$ cat config.mk
export PLATFORM = sky130hd
export DESIGN_NAME = camera_pan_target_tracker_top_flat
export DESIGN_NICKNAME = d
export VERILOG_FILES = /design/src/rtl/cptt_pkg.sv /design/src/rtl/cptt_frame_if.sv /design/src/rtl/cptt_result_if.sv /design/src/rtl/cptt_lane.sv /design/src/rtl/cptt_rem.sv /design/src/rtl/camera_pan_target_tracker_top.sv /design/src/flat_wrapper.sv
export SDC_FILE = /design/constraint.sdc
export NUM_CORES = 1
export LEC_CHECK = 0
export BUFFER_PORTS_ARGS = -buffer_cell sky130_fd_sc_hd__clkbuf_2
export CAP_MARGIN = 20
export CELL_PAD_IN_SITES_DETAIL_PLACEMENT = 1
export CELL_PAD_IN_SITES_GLOBAL_PLACEMENT = 2
export CORE_UTILIZATION = 38
export DETAILED_ROUTE_END_ITERATION = 16
export GPL_TIMING_DRIVEN = 1
export PLACE_DENSITY_LB_ADDON = 0.1
export SLEW_MARGIN = 20
export SYNTH_ARGS = -nofsm -noshare
export SYNTH_HDL_FRONTEND = slang
export SYNTH_SLANG_ARGS = --single-unit
$ cat constraint.sdc
create_clock -name i_clk -period 10.1 [get_ports i_clk]
set_clock_uncertainty 0.15 [all_clocks]
set_input_delay 0 -clock i_clk [delete_from_list [all_inputs] [get_ports i_clk]]
set_output_delay 0 -clock i_clk [all_outputs]
set_load 0.05 [all_outputs]
$ cat src/rtl/cptt_pkg.sv
// ----------------------------------------------------------------------------
// cptt_pkg
// Shared widths, constants and types of the camera pan target tracker.
// ----------------------------------------------------------------------------
package cptt_pkg;

    localparam int BLOCKS_IN  = 4;
    localparam int SIG_W      = 3;
    localparam int X_W        = 9;
    localparam int CNT_W      = 8;
    localparam int ANGLE_W    = 8;
    localparam int MISS_W     = 4;
    localparam int CFG_IDX_W  = 3;
    localparam int CFG_DATA_W = 9;

    localparam logic [MISS_W-1:0]  MISS_LIMIT    = 4'd8;
    localparam logic [MISS_W-1:0]  MISS_MAX      = 4'd15;
    localparam logic [ANGLE_W-1:0] REQUEST_ANGLE = 8'd90;
    localparam logic [ANGLE_W-1:0] START_ANGLE   = 8'd90;
    localparam logic [X_W-1:0]     WIN_LOW_RST   = 9'd140;
    localparam logic [X_W-1:0]     WIN_HIGH_RST  = 9'd180;
    localparam logic [CNT_W-1:0]   INTERVAL_RST  = 8'd5;

    localparam logic [CFG_IDX_W-1:0] CFG_WINDOW_LOW   = 3'd0;
    localparam logic [CFG_IDX_W-1:0] CFG_WINDOW_HIGH  = 3'd1;
    localparam logic [CFG_IDX_W-1:0] CFG_ACT_INTERVAL = 3'd2;
    localparam logic [CFG_IDX_W-1:0] CFG_START_ANGLE  = 3'd3;

    typedef struct packed {
        logic in_win;
        logic dec;
        logic inc;
    } t_lane_res;

    typedef struct packed {
        logic busy;
        logic done;
    } t_rem_stat;

endpackage

$ cat src/rtl/cptt_frame_if.sv
// ----------------------------------------------------------------------------
// cptt_frame_if
// Frame channel: one beat per camera frame.
// ----------------------------------------------------------------------------
interface cptt_frame_if;
    logic                        valid;
    logic                        ready;
    logic                        reset_request;
    logic [cptt_pkg::SIG_W-1:0]  target_signature;
    logic [cptt_pkg::CNT_W-1:0]  block_count;
    logic [cptt_pkg::SIG_W-1:0]  block0_signature;
    logic [cptt_pkg::X_W-1:0]    block0_x;
    logic [cptt_pkg::SIG_W-1:0]  block1_signature;
    logic [cptt_pkg::X_W-1:0]    block1_x;
    logic [cptt_pkg::SIG_W-1:0]  block2_signature;
    logic [cptt_pkg::X_W-1:0]    block2_x;
    logic [cptt_pkg::SIG_W-1:0]  block3_signature;
    logic [cptt_pkg::X_W-1:0]    block3_x;

    modport source (
        output valid, reset_request, target_signature, block_count,
               block0_signature, block0_x, block1_signature, block1_x,
               block2_signature, block2_x, block3_signature, block3_x,
        input  ready
    );
    modport sink (
        input  valid, reset_request, target_signature, block_count,
               block0_signature, block0_x, block1_signature, block1_x,
               block2_signature, block2_x, block3_signature, block3_x,
        output ready
    );
endinterface

$ cat src/rtl/cptt_result_if.sv
// ----------------------------------------------------------------------------
// cptt_result_if
// Result channel: one beat per processed frame.
// ----------------------------------------------------------------------------
interface cptt_result_if;
    logic                         valid;
    logic                         ready;
    logic [cptt_pkg::ANGLE_W-1:0] servo_command;
    logic [cptt_pkg::ANGLE_W-1:0] next_angle;
    logic                         target_detected;

    modport source (
        output valid, servo_command, next_angle, target_detected,
        input  ready
    );
    modport sink (
        input  valid, servo_command, next_angle, target_detected,
        output ready
    );
endinterface

$ cat src/rtl/cptt_lane.sv
// ----------------------------------------------------------------------------
// cptt_lane
// Per-block classifier: window test and nudge direction for one block.
// ----------------------------------------------------------------------------
module cptt_lane (
    input  logic                        i_present,
    input  logic [cptt_pkg::SIG_W-1:0]  i_sig,
    input  logic [cptt_pkg::X_W-1:0]    i_x,
    input  logic [cptt_pkg::SIG_W-1:0]  i_target,
    input  logic                        i_flag,
    input  logic [cptt_pkg::X_W-1:0]    i_win_low,
    input  logic [cptt_pkg::X_W-1:0]    i_win_high,
    output cptt_pkg::t_lane_res         o_res
);
    import cptt_pkg::*;

    logic w_match;
    logic w_above;

    assign w_match = i_present && (i_sig == i_target);
    assign w_above = i_x > i_win_low;

    always_comb begin
        o_res.in_win = w_match && (i_x >= i_win_low) && (i_x <= i_win_high);
        o_res.dec    = w_match && !i_flag && w_above;
        o_res.inc    = w_match && !i_flag && !w_above && (i_x < i_win_high);
    end
endmodule

$ cat src/rtl/cptt_rem.sv
// ----------------------------------------------------------------------------
// cptt_rem
// Restoring remainder unit, one quotient bit per cycle.
// ----------------------------------------------------------------------------
module cptt_rem (
    input  logic                       i_clk,
    input  logic                       i_rst_n,
    input  logic                       i_start,
    input  logic [cptt_pkg::CNT_W-1:0] i_dividend,
    input  logic [cptt_pkg::CNT_W-1:0] i_divisor,
    output cptt_pkg::t_rem_stat        o_stat,
    output logic [cptt_pkg::CNT_W-1:0] o_rem
);
    import cptt_pkg::*;

    localparam int STEP_W = $clog2(CNT_W);
    localparam logic [STEP_W-1:0] LAST_STEP = STEP_W'(CNT_W - 1);

    logic              r_busy;
    logic              r_done;
    logic [STEP_W-1:0] r_step;
    logic [CNT_W-1:0]  r_dvd;
    logic [CNT_W-1:0]  r_div;
    logic [CNT_W-1:0]  r_rem;
    logic [CNT_W:0]    w_shift;
    logic [CNT_W:0]    w_sub;
    logic [CNT_W-1:0]  n_rem;

    always_comb begin
        w_shift = {r_rem, r_dvd[CNT_W-1]};
        w_sub   = w_shift - {1'b0, r_div};
        n_rem   = (w_shift >= {1'b0, r_div}) ? w_sub[CNT_W-1:0] : w_shift[CNT_W-1:0];
    end

    always_ff @(posedge i_clk) begin
        if (!i_rst_n) begin
            r_busy <= 1'b0;
            r_done <= 1'b0;
            r_step <= '0;
        end else begin
            r_done <= 1'b0;
            if (i_start) begin
                r_busy <= 1'b1;
                r_step <= '0;
            end else if (r_busy) begin
                r_step <= r_step + 1'b1;
                if (r_step == LAST_STEP) begin
                    r_busy <= 1'b0;
                    r_done <= 1'b1;
                end
            end
        end
    end

    always_ff @(posedge i_clk) begin
        if (i_start) begin
            r_dvd <= i_dividend;
            r_div <= i_divisor;
            r_rem <= '0;
        end else if (r_busy) begin
            r_dvd <= {r_dvd[CNT_W-2:0], 1'b0};
            r_rem <= n_rem;
        end
    end

    assign o_stat.busy = r_busy;
    assign o_stat.done = r_done;
    assign o_rem       = r_rem;
endmodule

$ cat src/rtl/camera_pan_target_tracker_top.sv
// ----------------------------------------------------------------------------
// camera_pan_target_tracker_top
// Pan servo tracker: steers a pan angle toward a colored block in a window.
// ----------------------------------------------------------------------------
// Frames arrive on i_frame, one beat per frame; each gives one registered beat
// on o_result. One frame per cycle is sustained while the receiver takes
// results and no phase recompute runs; the single output register is freed in
// the cycle its beat leaves, so a stalled receiver holds i_frame.ready low.
// The tracked blocks are classified in parallel lanes and merged by priority
// in the same cycle, so the state is updated as each frame is taken.
// The act phase (frame count modulo act_interval) is kept incrementally;
// a write to act_interval recomputes it with a bit-serial remainder unit,
// which holds i_frame.ready low until the new phase is loaded.
// Synchronous reset clears counters and flags, loads the default registers
// and sets the pan angle to 90. A start_angle write has no effect on the
// angle, which is loaded only at reset.
// Config writes: i_cfg_we, i_cfg_index, i_cfg_wdata, one cycle each.
// ----------------------------------------------------------------------------
module camera_pan_target_tracker_top #(
    parameter int TRACKED_BLOCKS = 4,
    parameter int FRAME_WRAP     = 200,
    parameter int ANGLE_LIMIT    = 179
) (
    input  logic                            i_clk,
    input  logic                            i_rst_n,
    input  logic                            i_cfg_we,
    input  logic [cptt_pkg::CFG_IDX_W-1:0]  i_cfg_index,
    input  logic [cptt_pkg::CFG_DATA_W-1:0] i_cfg_wdata,
    cptt_frame_if.sink                      i_frame,
    cptt_result_if.source                   o_result
);
    import cptt_pkg::*;

    localparam int NLANE     = (TRACKED_BLOCKS < BLOCKS_IN) ? TRACKED_BLOCKS : BLOCKS_IN;
    localparam int TOP_INT   = (ANGLE_LIMIT + 1 > 255) ? 255 : ANGLE_LIMIT + 1;
    localparam logic [ANGLE_W-1:0] ANGLE_TOP = ANGLE_W'(TOP_INT);
    localparam logic [ANGLE_W-1:0] ANGLE_LIM = ANGLE_W'(ANGLE_LIMIT);
    localparam logic [CNT_W-1:0]   WRAP      = CNT_W'(FRAME_WRAP);

    function automatic logic [ANGLE_W-1:0] f_inc(input logic [ANGLE_W-1:0] a);
        return (a >= ANGLE_TOP) ? ANGLE_TOP : a + 1'b1;
    endfunction

    function automatic logic [ANGLE_W-1:0] f_dec(input logic [ANGLE_W-1:0] a);
        return (a == '0) ? '0 : a - 1'b1;
    endfunction

    function automatic logic [ANGLE_W-1:0] f_sweep(input logic [ANGLE_W-1:0] a);
        return (a > ANGLE_LIM) ? f_inc('0) : f_inc(a);
    endfunction

    logic [X_W-1:0]     r_win_low;
    logic [X_W-1:0]     r_win_high;
    logic [CNT_W-1:0]   r_interval;
    logic [CNT_W-1:0]   r_fc;
    logic [CNT_W-1:0]   r_phase;
    logic [MISS_W-1:0]  r_miss;
    logic [NLANE-1:0]   r_flags;
    logic [ANGLE_W-1:0] r_angle;
    logic               r_out_valid;
    logic [ANGLE_W-1:0] r_out_servo;
    logic [ANGLE_W-1:0] r_out_next;
    logic               r_out_det;

    logic [CNT_W-1:0]   n_fc;
    logic [CNT_W-1:0]   n_phase;
    logic [MISS_W-1:0]  n_miss;
    logic [NLANE-1:0]   n_flags;
    logic [ANGLE_W-1:0] n_angle;

    logic [SIG_W-1:0]   w_sig [BLOCKS_IN];
    logic [X_W-1:0]     w_x   [BLOCKS_IN];
    t_lane_res          w_lane [NLANE];
    logic [NLANE-1:0]   w_inwin;
    logic [ANGLE_W-1:0] w_a0;
    logic [NLANE-1:0]   w_f0;
    logic [MISS_W-1:0]  w_m0;
    logic [MISS_W-1:0]  w_mi;
    logic [ANGLE_W-1:0] w_nudged;
    logic               w_moved;
    logic [CNT_W-1:0]   w_ivl;
    logic [CNT_W:0]     w_phase_inc;
    logic [CNT_W-1:0]   w_fc_inc;
    logic               w_acting;
    logic               w_accept;
    logic               w_in_ready;
    logic               w_rem_start;
    t_rem_stat          w_rem_stat;
    logic [CNT_W-1:0]   w_rem;
    logic [CNT_W-1:0]   w_cfg_ivl;

    assign w_sig[0] = i_frame.block0_signature;
    assign w_sig[1] = i_frame.block1_signature;
    assign w_sig[2] = i_frame.block2_signature;
    assign w_sig[3] = i_frame.block3_signature;
    assign w_x[0]   = i_frame.block0_x;
    assign w_x[1]   = i_frame.block1_x;
    assign w_x[2]   = i_frame.block2_x;
    assign w_x[3]   = i_frame.block3_x;

    assign w_a0 = i_frame.reset_request ? REQUEST_ANGLE : r_angle;
    assign w_f0 = i_frame.reset_request ? '0 : r_flags;
    assign w_m0 = i_frame.reset_request ? '0 : r_miss;

    genvar k;
    generate
        for (k = 0; k < NLANE; k++) begin : g_lane
            cptt_lane u_lane (
                .i_present  (i_frame.block_count > CNT_W'(k)),
                .i_sig      (w_sig[k]),
                .i_x        (w_x[k]),
                .i_target   (i_frame.target_signature),
                .i_flag     (w_f0[k]),
                .i_win_low  (r_win_low),
                .i_win_high (r_win_high),
                .o_res      (w_lane[k])
            );
            assign w_inwin[k] = w_lane[k].in_win;
        end
    endgenerate

    // priority merge: lowest lane with a nudge wins
    always_comb begin
        w_moved  = 1'b0;
        w_nudged = w_a0;
        for (int i = 0; i < NLANE; i++) begin
            if (!w_moved && (w_lane[i].dec || w_lane[i].inc)) begin
                w_moved  = 1'b1;
                w_nudged = w_lane[i].dec ? f_dec(w_a0) : f_inc(w_a0);
            end
        end
    end

    always_comb begin
        w_ivl       = (r_interval == '0) ? CNT_W'(1) : r_interval;
        w_phase_inc = {1'b0, r_phase} + 1'b1;
        w_fc_inc    = r_fc + 1'b1;
        w_acting    = (w_phase_inc == {1'b0, w_ivl});
        if (w_fc_inc == WRAP) begin
            n_fc    = '0;
            n_phase = '0;
        end else begin
            n_fc    = w_fc_inc;
            n_phase = w_acting ? '0 : w_phase_inc[CNT_W-1:0];
        end
    end

    always_comb begin
        w_mi    = (w_m0 < MISS_MAX) ? w_m0 + 1'b1 : w_m0;
        n_angle = w_a0;
        n_flags = w_f0;
        n_miss  = w_m0;
        if (w_acting && (i_frame.block_count != '0)) begin
            n_miss  = '0;
            n_flags = w_inwin;
            if (w_moved) begin
                n_angle = w_nudged;
            end else if (w_inwin == '0) begin
                n_angle = f_sweep(w_a0);
            end
        end else if (w_acting) begin
            n_miss = w_mi;
            if (w_mi > MISS_LIMIT) begin
                n_flags = '0;
                n_angle = f_sweep(w_a0);
            end
        end
    end

    assign w_cfg_ivl   = (i_cfg_wdata[CNT_W-1:0] == '0) ? CNT_W'(1) : i_cfg_wdata[CNT_W-1:0];
    assign w_rem_start = i_cfg_we && (i_cfg_index == CFG_ACT_INTERVAL);

    cptt_rem u_rem (
        .i_clk      (i_clk),
        .i_rst_n    (i_rst_n),
        .i_start    (w_rem_start),
        .i_dividend (r_fc),
        .i_divisor  (w_cfg_ivl),
        .o_stat     (w_rem_stat),
        .o_rem      (w_rem)
    );

    assign w_in_ready = i_rst_n && !w_rem_stat.busy && !w_rem_stat.done &&
                        (!r_out_valid || o_result.ready);
    assign w_accept   = i_frame.valid && w_in_ready;

    always_ff @(posedge i_clk) begin
        if (!i_rst_n) begin
            r_win_low   <= WIN_LOW_RST;
            r_win_high  <= WIN_HIGH_RST;
            r_interval  <= INTERVAL_RST;
            r_fc        <= '0;
            r_phase     <= '0;
            r_miss      <= '0;
            r_flags     <= '0;
            r_angle     <= START_ANGLE;
            r_out_valid <= 1'b0;
        end else begin
            if (i_cfg_we) begin
                unique case (i_cfg_index)
                    CFG_WINDOW_LOW:   r_win_low  <= i_cfg_wdata;
                    CFG_WINDOW_HIGH:  r_win_high <= i_cfg_wdata;
                    CFG_ACT_INTERVAL: r_interval <= i_cfg_wdata[CNT_W-1:0];
                    CFG_START_ANGLE:  ;
                    default:          ;
                endcase
            end
            if (w_rem_stat.done) begin
                r_phase <= w_rem;
            end
            if (w_accept) begin
                r_fc        <= n_fc;
                r_phase     <= n_phase;
                r_miss      <= n_miss;
                r_flags     <= n_flags;
                r_angle     <= n_angle;
                r_out_valid <= 1'b1;
            end else if (o_result.ready) begin
                r_out_valid <= 1'b0;
            end
        end
    end

    always_ff @(posedge i_clk) begin
        if (w_accept) begin
            r_out_servo <= w_a0;
            r_out_next  <= n_angle;
            r_out_det   <= |n_flags;
        end
    end

    assign i_frame.ready            = w_in_ready;
    assign o_result.valid           = r_out_valid;
    assign o_result.servo_command   = r_out_servo;
    assign o_result.next_angle      = r_out_next;
    assign o_result.target_detected = r_out_det;

    a_busy_blocks: assert property (@(posedge i_clk) disable iff (!i_rst_n)
        (w_rem_stat.busy || w_rem_stat.done) |-> !i_frame.ready)
        else $error("frame taken during phase recompute");

    a_phase_range: assert property (@(posedge i_clk) disable iff (!i_rst_n)
        (!w_rem_stat.busy && !w_rem_stat.done) |-> (r_phase < w_ivl))
        else $error("act phase out of range");

    a_fc_range: assert property (@(posedge i_clk) disable iff (!i_rst_n)
        r_fc < WRAP)
        else $error("frame counter past wrap");

    a_angle_range: assert property (@(posedge i_clk) disable iff (!i_rst_n)
        r_angle <= ANGLE_TOP)
        else $error("pan angle above top");

    a_result_follows: assert property (@(posedge i_clk) disable iff (!i_rst_n)
        w_accept |=> o_result.valid)
        else $error("no result after accepted frame");
endmodule
$ cat src/flat_wrapper.sv
// flat-port wrapper written by rule: the top's interface ports become plain ports
module camera_pan_target_tracker_top_flat import cptt_pkg::*;
#(
    parameter int TRACKED_BLOCKS = 4,
    parameter int FRAME_WRAP     = 200,
    parameter int ANGLE_LIMIT    = 179
)
  (i_clk, i_rst_n, i_cfg_we, i_cfg_index, i_cfg_wdata, i_frame_valid, i_frame_reset_request, i_frame_target_signature, i_frame_block_count, i_frame_block0_signature, i_frame_block0_x, i_frame_block1_signature, i_frame_block1_x, i_frame_block2_signature, i_frame_block2_x, i_frame_block3_signature, i_frame_block3_x, i_frame_ready, o_result_valid, o_result_servo_command, o_result_next_angle, o_result_target_detected, o_result_ready);
  cptt_frame_if i_frame_i ();
  cptt_result_if o_result_i ();
  input  logic i_clk;
  input  logic i_rst_n;
  input  logic i_cfg_we;
  input  logic [cptt_pkg::CFG_IDX_W-1:0] i_cfg_index;
  input  logic [cptt_pkg::CFG_DATA_W-1:0] i_cfg_wdata;
  input wire logic [$bits(i_frame_i.valid)-1:0] i_frame_valid;
  input wire logic [$bits(i_frame_i.reset_request)-1:0] i_frame_reset_request;
  input wire logic [$bits(i_frame_i.target_signature)-1:0] i_frame_target_signature;
  input wire logic [$bits(i_frame_i.block_count)-1:0] i_frame_block_count;
  input wire logic [$bits(i_frame_i.block0_signature)-1:0] i_frame_block0_signature;
  input wire logic [$bits(i_frame_i.block0_x)-1:0] i_frame_block0_x;
  input wire logic [$bits(i_frame_i.block1_signature)-1:0] i_frame_block1_signature;
  input wire logic [$bits(i_frame_i.block1_x)-1:0] i_frame_block1_x;
  input wire logic [$bits(i_frame_i.block2_signature)-1:0] i_frame_block2_signature;
  input wire logic [$bits(i_frame_i.block2_x)-1:0] i_frame_block2_x;
  input wire logic [$bits(i_frame_i.block3_signature)-1:0] i_frame_block3_signature;
  input wire logic [$bits(i_frame_i.block3_x)-1:0] i_frame_block3_x;
  output wire logic [$bits(i_frame_i.ready)-1:0] i_frame_ready;
  output wire logic [$bits(o_result_i.valid)-1:0] o_result_valid;
  output wire logic [$bits(o_result_i.servo_command)-1:0] o_result_servo_command;
  output wire logic [$bits(o_result_i.next_angle)-1:0] o_result_next_angle;
  output wire logic [$bits(o_result_i.target_detected)-1:0] o_result_target_detected;
  input wire logic [$bits(o_result_i.ready)-1:0] o_result_ready;
  assign i_frame_i.valid = i_frame_valid;
  assign i_frame_i.reset_request = i_frame_reset_request;
  assign i_frame_i.target_signature = i_frame_target_signature;
  assign i_frame_i.block_count = i_frame_block_count;
  assign i_frame_i.block0_signature = i_frame_block0_signature;
  assign i_frame_i.block0_x = i_frame_block0_x;
  assign i_frame_i.block1_signature = i_frame_block1_signature;
  assign i_frame_i.block1_x = i_frame_block1_x;
  assign i_frame_i.block2_signature = i_frame_block2_signature;
  assign i_frame_i.block2_x = i_frame_block2_x;
  assign i_frame_i.block3_signature = i_frame_block3_signature;
  assign i_frame_i.block3_x = i_frame_block3_x;
  assign i_frame_ready = i_frame_i.ready;
  assign o_result_valid = o_result_i.valid;
  assign o_result_servo_command = o_result_i.servo_command;
  assign o_result_next_angle = o_result_i.next_angle;
  assign o_result_target_detected = o_result_i.target_detected;
  assign o_result_i.ready = o_result_ready;
  camera_pan_target_tracker_top #(.TRACKED_BLOCKS(TRACKED_BLOCKS), .FRAME_WRAP(FRAME_WRAP), .ANGLE_LIMIT(ANGLE_LIMIT)) u_core (.i_clk(i_clk), .i_rst_n(i_rst_n), .i_cfg_we(i_cfg_we), .i_cfg_index(i_cfg_index), .i_cfg_wdata(i_cfg_wdata), .i_frame(i_frame_i), .o_result(o_result_i));
endmodule
# Word-level counts from Yosys, hierarchy flattened
# Index checks and enable logic that the tools add are counted.
# totals
reg_bits	105
inputBits	77
out_inout_bits	19
elab_cells	176
# classes
n_addsub	7
n_lt_le_gt_ge	25
eq_ne	9
n_mux	44
bitwise_logic	2
reduce_logical	71
# op_table
op	n
$mux W8	26
$logic_and A1 B1 Y1	37
$ge A9 B9 Y1	4
$gt A9 B9 Y1	4
$le A9 B9 Y1	4
$lt A9 B9 Y1	4
$mux W4	8
$logic_not A8 Y1	3
$add A8 B1 Y8 const B	2
$gt A8 B1 Y1 const B	2
$gt A8 B2 Y1 const B	2
$logic_not A1 Y1	14
$eq A3 B3 Y1	4
$mux W1	10
$add A8 B1 Y9 const B	1
$eq A9 B8 Y1	1
$ge A9 B8 Y1	1
$eq A8 B8 Y1 const B	1
$ge A8 B8 Y1 const B	1
$gt A8 B8 Y1 const B	1
$reduce_bool A8 Y1	1
$sub A8 B1 Y8 const B	1
$sub A8 B8 Y8	1
$reduce_and A2 Y1	3
15 further kinds	22

# Longest topological paths before layout
# Gate-level depths: netlist of the first run.
# depth
word_depth	18
ltp_mapped	13
ltp_nobuf	12

# By module
# A second synthesis of the first run with hierarchy kept.
# unflattened
hier_cells	996
area_unflattened_um2	8453.1
# by_module_without_submodules
module	instances	cells_each	area_per_inst_um2	seq_area_each_um2
camera_pan_target_tracker_top	1	560	4635.7	1691.6
cptt_lane	4	72	559.3	0.0
cptt_rem	1	148	1580.3	740.7

# Worst setup path after synthesis of the first run
# No wires, ideal clock.
# synth_timing
path_kind	reg-to-reg
from	reg u_core.r_out_valid (netlist: u_core.o_result.valid)
to	reg u_core.r_out_next[0] (netlist: u_core.o_result.next_angle[0]) (enable)
setup_time_ns	0.388
t_arrival_ns	3.715
required_ns	9.562
path_slack_ns	5.847
stages_incl_launch_ff	6
path_buffers	1
period_less_slack_ns	4.253
cell_sequence	dfxtp_1 > nor2b_1 > nor4_1 > nand2_1 > inv_1 > clkbuf_1
# synth_between
elab_chain_len	4
# synth_rtl
item	line_no	text
start: declaration	camera_pan_target_tracker_top.sv:60	logic r_out_valid;
start signal: assignment	camera_pan_target_tracker_top.sv:197	r_out_valid <= 1'b0;
start signal: assignment	camera_pan_target_tracker_top.sv:217	r_out_valid <= 1'b1;
start signal: assignment	camera_pan_target_tracker_top.sv:219	r_out_valid <= 1'b0;
$logic_not A1 Y1	camera_pan_target_tracker_top.sv:184	(!r_out_valid || o_result.ready);
$logic_or A1 B1 Y1	camera_pan_target_tracker_top.sv:184	
$logic_and A1 B1 Y1	camera_pan_target_tracker_top.sv:183	assign w_in_ready = i_rst_n && !w_rem_stat.busy && !w_rem_stat.done &&
net i_frame_ready	flat_wrapper.sv:28	output wire logic [$bits(i_frame_i.ready)-1:0] i_frame_ready;
$logic_and A1 B1 Y1	camera_pan_target_tracker_top.sv:185	assign w_accept = i_frame.valid && w_in_ready;
net u_core.w_accept	camera_pan_target_tracker_top.sv:85	logic w_accept;
end signal: assignment	camera_pan_target_tracker_top.sv:227	r_out_next <= n_angle;
end: declaration	camera_pan_target_tracker_top.sv:62	logic [ANGLE_W-1:0] r_out_next;
# The timed path passes the listed nets, and every way through them passes these cells.
# A chain may end at the register's enable or synchronous reset.

# Worst setup path in the final report of the first run
# layout_timing
from	reg u_core.r_win_high[4]
to	reg u_core.r_out_next[5] (netlist: u_core.o_result.next_angle[5]) (data pin)
# layout_between
elab_chain_len	15
word_cells_on_any_way	38
cone_classes	order compare (8); mux (11); reduce/logical (19)
# layout_rtl
item	line_no	text
start: declaration	camera_pan_target_tracker_top.sv:53	logic [X_W-1:0] r_win_high;
start signal: assignment	camera_pan_target_tracker_top.sv:202	CFG_WINDOW_HIGH: r_win_high <= i_cfg_wdata;
$lt A9 B9 Y1	cptt_lane.sv:26	o_res.inc = w_match && !i_flag && !w_above && (i_x < i_win_high);
$logic_and A1 B1 Y1	cptt_lane.sv:26	
$logic_or A1 B1 Y1	camera_pan_target_tracker_top.sv:127	if (!w_moved && (w_lane[i].dec || w_lane[i].inc)) begin
$mux W1	camera_pan_target_tracker_top.sv:127	
$logic_not A1 Y1	camera_pan_target_tracker_top.sv:127	
$logic_and A1 B1 Y1	camera_pan_target_tracker_top.sv:127	
$mux W1	camera_pan_target_tracker_top.sv:127	
$logic_not A1 Y1	camera_pan_target_tracker_top.sv:127	
$logic_and A1 B1 Y1	camera_pan_target_tracker_top.sv:127	
$mux W1	camera_pan_target_tracker_top.sv:127	
$logic_not A1 Y1	camera_pan_target_tracker_top.sv:127	
$logic_and A1 B1 Y1	camera_pan_target_tracker_top.sv:127	
$mux W8 or $mux W1 (tied branches)	camera_pan_target_tracker_top.sv:127	
$mux W8 (*)	camera_pan_target_tracker_top.sv:156	if (w_moved) begin
$mux W8 (*)	camera_pan_target_tracker_top.sv:153	if (w_acting && (i_frame.block_count != '0)) begin
net u_core.n_angle[5]	camera_pan_target_tracker_top.sv:69	logic [ANGLE_W-1:0] n_angle;
# Mark *: on every way through the listed nets, which the timed path passes. The rest lies on a longest branch.

==> results of run 1 <==
-- cells by family after synthesis --
family	after synthesis	synth area share, %
and+or+nand+nor	371	22.0
xor gates and xnor gates	37	3.99
AOI/OAI and AO/OA	283	22.9
DFF	105	29.9
adders and majority gates	89	13.8
muxes	16	2.05
buffers and inverters	108	5.30
-- Yosys cell counts, types with 4 or more instances --
cell,number,area [sq um]
nand4_1,15,93.8
mux2_2,5,56.3
dfxtp_1,72,1440
o211a_1,4,40.0
clkbuf_1,36,135
o21a_1,4,30.0
a21o_1,12,90.1
edfxtp_1,33,991
a211oi_1,25,188
a21oi_1,91,455
and3_1,13,81.3
mux2i_1,11,110
and2_1,6,37.5
ha_1,88,1100
o21ai_0,48,240
o22ai_1,4,25.0
a32oi_1,4,35.0
or2_2,5,31.3
nor2_1,80,300
nand2b_1,13,81.3
xor2_1,13,114
nor3_1,30,150
xnor2_1,24,210
nand3_1,31,155
inv_1,64,240
or3_1,12,75.1
a31oi_1,13,81.3
o221ai_1,6,52.6
a22oi_1,4,30.0
o211ai_1,11,82.6
o31ai_1,7,52.6
nor2b_1,17,106
and4_1,6,52.6
nand2_1,121,454
nor4_1,6,37.5
-- stage by stage --
stage,worst slack (ns),instances
after floorplan,5.85,1009
after global placement,6.16,1344
after detailed placement,6.11,1344
after CTS,6.10,1372
after global routing,5.80,1372
final,5.99,1372
-- sequential cells by signal (all words and copies together) (netlist names) --
| signal | count |
|---|---|
| u_core.r_win_high | 9 |
| u_core.r_win_low | 9 |
| u_core.o_result.next_angle | 8 |
| u_core.o_result.servo_command | 8 |
| u_core.r_angle | 8 |
| u_core.r_fc | 8 |
| u_core.r_interval | 8 |
| u_core.r_phase | 8 |
| u_core.u_rem.o_rem | 8 |
| u_core.u_rem.r_div | 8 |
| u_core.u_rem.r_dvd | 8 |
| u_core.r_flags | 4 |
| u_core.r_miss | 4 |
| u_core.u_rem.r_step | 3 |
| u_core.o_result.target_detected | 1 |
| u_core.o_result.valid | 1 |
| u_core.u_rem.r_busy | 1 |
| u_core.u_rem.r_done | 1 |
-- cells in the final DEF (no fill, tap or decap), drive strengths merged, types with 15 or more instances in the layout --
cell type and n:
nand4 15, a211oi 28, nor3 30, nor2 80, ha 88, a21o 15
o21ai 49, clkbuf 104, a21oi 91, nor2b 17, xnor2 24, inv 67
dfxtp 72, nand3 31, edfxtp 33, nand2 122
-- area by class of cell --
class                   count  share of cell area (%)
multi-input cells         796                    57.0
well taps                 275                    3.73
flip-flops and latches    105                    26.3
clock buffers               9                    2.44
inverters                  65                    2.64
repair buffers            115                    7.10
clock inverters             7                   0.759
-- timing repair --
item | in CTS | in global routing
buffers inserted | 0 | 0
hold buffers | 12 | 0
hold endpoints to repair | 36 | 0
-- layer usage --
layer	wire (um)	global-route usage (%)
met5	0	0
met1	13600	36.2
met3	894	3.37
met4	331	5.46
met2	12300	40.3
-- worst reg2reg max path: stages (launching register included) --
cell and delay (ns):
dfxtp_1 0.31, inv_1 0.11, ha_1 0.35, o211a_1 0.16, o31ai_1 0.08, a221oi_1 0.38
o21ai_0 0.26, a222oi_1 1.00, nand2_2 0.35, mux2_2 0.37, a211oi_2 0.29, nor2_1 0.07
-- power by group through the flow --
| stage | Sequential (mW) | Combinational, mW | Clock [mW] |
|---|---|---|---|
| 2_1_floorplan | 0.501 | 0.235 | 0 |
| 3_3_place_gp | 0.505 | 0.332 | 0 |
| 3_5_place_dp | 0.505 | 0.336 | 0 |
| 4_1_cts | 0.496 | 0.343 | 0.372 |
| 5_1_grt | 0.500 | 0.386 | 0.385 |
| 6_report | 0.496 | 0.343 | 0.362 |
-- how the worst max path moves through the flow --
stage	to	startpoint	slack, ns	cells after the start
final	u_core.o_result.next_angle[5]$_DFFE_PP_	u_core.r_win_high[4]$_SDFFE_PN1P_	5.99	11
after global placement	u_core.o_result.next_angle[5]$_DFFE_PP_	u_core.r_win_high[4]$_SDFFE_PN1P_	6.16	11
after global routing	u_core.o_result.next_angle[5]$_DFFE_PP_	u_core.r_win_high[4]$_SDFFE_PN1P_	5.80	11
after detailed placement	u_core.o_result.next_angle[5]$_DFFE_PP_	u_core.r_win_high[4]$_SDFFE_PN1P_	6.11	11
after CTS	u_core.o_result.next_angle[5]$_DFFE_PP_	u_core.r_win_high[4]$_SDFFE_PN1P_	6.10	11
after floorplan	u_core.o_result.next_angle[0]$_DFFE_PP_	u_core.o_result.valid$_SDFFE_PN0P_	5.85	5
==> impl_results.md, run 1 <==
- EDFF count, synth: 33
- Post-synthesis sequential area ratio: 29.9%
- Fin crit period: 4.11 ns
- Distinct cells, synth: 76
- Top FF cell, synth: dfxtp_1
- Comb pwr share: 28.6%
- WP data arrival: 4.07 ns
- Slew headroom: 24.8%
- Int Power: 0.773 mW
- Post-Syn Area: 8120 sq um
- RSZ-0062 raised after global routing: no
- DIE AREA: 22,000 sq um
- PwrDens: 130 nW/um^2
- Post-DP Area: 8820 sq um
- Delay-heaviest family, CP: compound AO/OA/AOI/OAI gates
- Design area: 9230 sq um
- Clock transition at path regs: 0.08 ns
- CTS tree: built
- Setup tns final: 0 ns
- Number of global-route vias before repair: 7,756
- Slew Limit Fails: 0
- Synthesis Warnings: 0
- Post_cts resized: 0
- Psw: 0.428 mW
- ANT nets after route: 0
- Top-level port count: 96
- Post-DP HPWL: 20.8 mm
- H-tree depth: 3
- Core footprint: 21,000 sq um
- Reg2reg end: u_core.o_result.next_angle[5]$_DFFE_PP_
- Crit path buf inv count: 1
- Pin count of the biggest net entering global routing: 41
- Total GRT Usage: 25.3%
- Ys async rst share: 0%
- Worst hold margin: 0.0635 ns
- Crit start category: flip-flop
- Cells after Synth: 1,009
- Die width: 148 um
- Mapped Nets: 1,175
- WHS Path Cells: 4
- Gpl congestion: 0.870
- Worst path max stage delay: 1.00 ns
- Clock power share: 30.2%
- Maximum vdd drop: 0.0769 mV
- Origin of the critical flop-to-flop path: u_core.r_win_high[4]$_SDFFE_PN1P_
- R2R Setup Slk: 5.99 ns
- Share of layout cells above drive strength 1: 13.2%
- Rows: 53
- Mean Syn Cell Area: 8.05 sq um
- Max cap viols: 0
- Aggregate global routing overflow: 0
- Hold Fails Final Rpt: 0
- Port bufs: 95
- Lkg Pwr: 3.86 nW
- FF/Latch Area: 2430 sq um
- Fin crit share: 40.7%
- WL per Instance: 19.7 um
- Critical Path End Type: flip-flop
- Flop pwr share: 41.3%
- Switching share of power: 35.7%
- Crit-path max FO: 7
- Total power: 1.20 mW
- Initial antenna violation count: 0
- Setup violators final: 0
- Antenna cells: 0
- Worst path slowest cell: a222oi_1
- CP Class: flip-flop to flip-flop
- Max clock buf depth: 2
- Worst slew pin tran: 1.13 ns
- 1st-iter DRT viols: 361
- Achievable Freq: 243 MHz
- Hold Crit Start: i_cfg_we
- First-pass GRT wire length: 43.3 mm
- Status: finished clean
- Core Util, Final: 43.9%
- WHS Endpoint: u_core.u_rem.r_dvd[0]$_SDFFCE_PN0P_
- DR DRC count: 0
- Sink Count: 105
- Multi-input logic area: 5260 sq um
- Worst Hold Class: primary input to flip-flop
- Flops & latches, synth: 105
- # fillers: 2,604
- Nets: 1,258
- Worst Path Required: 10.06 ns
- Clk_lat worst skew: 0.37 ns
- CTS root buf: clkbuf_16
- Via density: 5.71
- Initial core utilization: 38.6%
- DR vias: 7,840
- Synth-to-layout area growth: 13.6%
- Worst R2R Path Depth: 11
- Cell Chain, Critical Path: inv_1 > ha_1 > o211a_1 > o31ai_1 > a221oi_1 > o21ai_0 > a222oi_1 > nand2_2 > mux2_2 > a211oi_2 > nor2_1
- DRT Wirelength: 27.0 mm
- TritonCTS buffer count: 9
- Chip height: 148 um
- Drt pass-1 iters: 5
Note: power is estimated with default switching activity, not from simulation.
==> inputs of run 2 (changes only) <==
CORE_UTILIZATION = 35   (was 38)
clock period = 3.8 ns   (was 10.1 ns; I/O delays follow)
==> run 2 against run 1 <==
Via count increased by 2.8%. Sequential cell count unchanged. Design area increased by 2.9%. Sequential power increased to 2.7 times the previous value. Global-route usage about the same. Clock power increased to 2.8 times the previous value. Cell count increased by 2.7%. First-iteration DRC count decreased by 6.9%. Combinational power increased to 2.8 times the previous value. Total power increased to 2.7 times the previous value. Critical path depth unchanged.
==> impl_results.md, run 2 (same netlist as run 1, synthesis figures left out) <==
- FF/Latch Area: 2430 sq um (unchanged)
- Clock transition at path regs: 0.08 ns (about the same)
- Core Util, Final: 41.9% (-2.1 points)
- Worst Path Required: 3.93 ns (-6.13 ns)
- WP data arrival: 3.71 ns (-0.36 ns)
- Number of global-route vias before repair: 8,163 (+5.2%)
- Fin crit share: 94.3% (+54 points)
- Aggregate global routing overflow: 0 (unchanged)
- Lkg Pwr: 4.01 nW (+3.9%)
- Pin count of the biggest net entering global routing: 39 (-4.9%)
- Critical Path End Type: flip-flop
- Share of layout cells above drive strength 1: 15.6% (+2.4 points)
- Gpl congestion: 0.908 (+4.3%)
- Worst Hold Class: primary input to flip-flop
- CTS tree: built
- Worst R2R Path Depth: 11 (unchanged)
- Drt pass-1 iters: 5 (unchanged)
- Design area: 9500 sq um (+2.9%)
- Placed Cells: 1,376 (+2.4%)
- Slew Limit Fails: 0 (unchanged)
- First-pass GRT wire length: 46.1 mm (+6.4%)
- Slew headroom: 31.5% (+6.7 points)
- Achievable Freq: 279 MHz (+15%)
- RSZ-0062 raised after global routing: no
- Reg2reg end: u_core.r_angle[3]$_SDFFE_PN1P_
- Multi-input logic area: 5290 sq um (+0.62%)
- Most frequent cells in the layout: nand2_1, clkbuf_2, a21oi_1
- Initial core utilization: 35.8% (-2.9 points)
- Total power: 3.30 mW (+170%)
- DRT Wirelength: 29.4 mm (+8.7%)
- Core footprint: 22,700 sq um (+8.0%)
- # fillers: 2,808 (+7.8%)
- Commonest non-fill, non-tap cell in the layout: nand2_1
- Initial antenna violation count: 0 (unchanged)
- Final cell count without fillers: 1,409 (+2.7%)
- WHS Path Cells: 4 (unchanged)
- Cell Chain, Critical Path: inv_1 > ha_1 > nand4_1 > or3_2 > o21ai_0 > o21ai_0 > a211oi_4 > buf_4 > and3_1 > a211oi_1 > o31ai_1
- CP Class: flip-flop to flip-flop
- Max clock buf depth: 2 (unchanged)
- DIE AREA: 23,800 sq um (+8.5%)
- CTS root buf: clkbuf_16
- 1st-iter DRT viols: 336 (-6.9%)
- Nets: 1,285 (+2.1%)
- Hold Crit Start: i_frame_valid
- TritonCTS buffer count: 9 (unchanged)
- Worst slew pin tran: 1.02 ns (-0.107 ns)
- Status: finished clean
- Largest registers: u_core.r_win_high x9, u_core.r_win_low x9
- Synth-to-layout area growth: 17.0%
- Total GRT Usage: 25.3% (about the same)
- WL per Instance: 20.9 um (+5.8%)
- Chip height: 154 um (+4.1%)
- Clk_lat worst skew: 0.37 ns (about the same)
- WHS Endpoint: u_core.o_result.valid$_SDFFE_PN0P_
- Via density: 5.72 (+0.14%)
- Post-DP HPWL: 22.7 mm (+9.0%)
- Cell mode on critical path: o21ai_0
- Maximum vdd drop: 0.233 mV (+200%)
- Worst path slowest cell: or3_2
- Antenna cells: 0 (unchanged)
- Hold Fails Final Rpt: 0 (unchanged)
- Crit start category: flip-flop
- DR vias: 8,063 (+2.8%)
- R2R Setup Slk: 0.22 ns (-5.78 ns)
- Delay-heaviest family, CP: compound AO/OA/AOI/OAI gates
- Die width: 154 um (+4.1%)
- Setup violators final: 0 (unchanged)
- Fin crit period: 3.58 ns (-0.524 ns)
- H-tree depth: 3 (unchanged)
- Post-DP Area: 9010 sq um (+2.1%)
- Top-level port count: 96 (unchanged)
- Sink Count: 105 (unchanged)
- Max cap viols: 0 (unchanged)
- ANT nets after route: 0 (unchanged)
- DR DRC count: 0 (unchanged)
- Crit-path max FO: 6 (-1)
- Worst hold margin: 0.0912 ns (+0.0277 ns)
- PwrDens: 347 nW/um^2 (+170%)
- Crit path buf inv count: 2 (+1)
- Rows: 55 (+3.8%)
- Worst path max stage delay: 0.52 ns (-0.48 ns)
- Port bufs: 95 (unchanged)
- Origin of the critical flop-to-flop path: u_core.r_win_low[6]$_SDFFE_PN0P_
==> run 2: worst max path at each step <==
stage                                            start                                       to  cells after the start
CTS                   u_core.r_win_low[6]$_SDFFE_PN0P_  u_core.o_result.next_angle[0]$_DFFE_PP_                     11
detailed placement   u_core.r_win_high[1]$_SDFFE_PN0P_           u_core.r_angle[1]$_SDFFE_PN1P_                     12
global route          u_core.r_win_low[6]$_SDFFE_PN0P_  u_core.o_result.next_angle[0]$_DFFE_PP_                     11
global placement      u_core.r_win_low[8]$_SDFFE_PN0P_  u_core.o_result.next_angle[0]$_DFFE_PP_                     11
finish                u_core.r_win_low[6]$_SDFFE_PN0P_           u_core.r_angle[3]$_SDFFE_PN1P_                     11
floorplan           u_core.o_result.valid$_SDFFE_PN0P_  u_core.o_result.next_angle[0]$_DFFE_PP_                      5
==> run 2: metrics by stage <==
step	setup TNS, ns	worst slack [ns]
finish	0	0.216
global route	0	0.00907
CTS	0	0.0164
detailed placement	-0.442	-0.194
global placement	-0.0853	-0.0292
floorplan	0	0.324
==> run 2: worst min-delay path: cells and delay by family <==
family | cells | cell delay, ns
compound gates | 1 | 0.23
buf+inv | 2 | 0.26
simple gates | 1 | 0.06
==> run 2: what timing repair did <==
item,in CTS,in global routing
hold buffers,14,0
gates cloned,0,0
gates resized for setup,1,3
endpoints found under the setup margin,7,6
hold endpoints to repair,36,0
buffers inserted,2,1
pin swaps,1,1
==> run 2: area by class of cell <==
class	count	area share, %
clock buffer	10	2.41
clock inverter	6	0.895
inverter	65	2.57
multi-input combinational	796	55.7
sequential	105	25.6
tap	285	3.75
timing repair buffer	142	9.08
==> run 2: per-layer routing <==
metal,track usage (%),wire length (um),up-vias
met4,8.63,710,0
met2,41.4,13500,187
li1,-,-,3913
met5,0,0,-
met1,34.5,14200,3918
met3,2.80,1030,45
==> run 2: where the power goes <==
group          internal (mW)  switching, mW  total (mW)
Sequential              1.23         0.0871        1.32
Clock                  0.531          0.502        1.03
Combinational          0.385          0.567       0.953
Total                   2.15           1.16        3.30
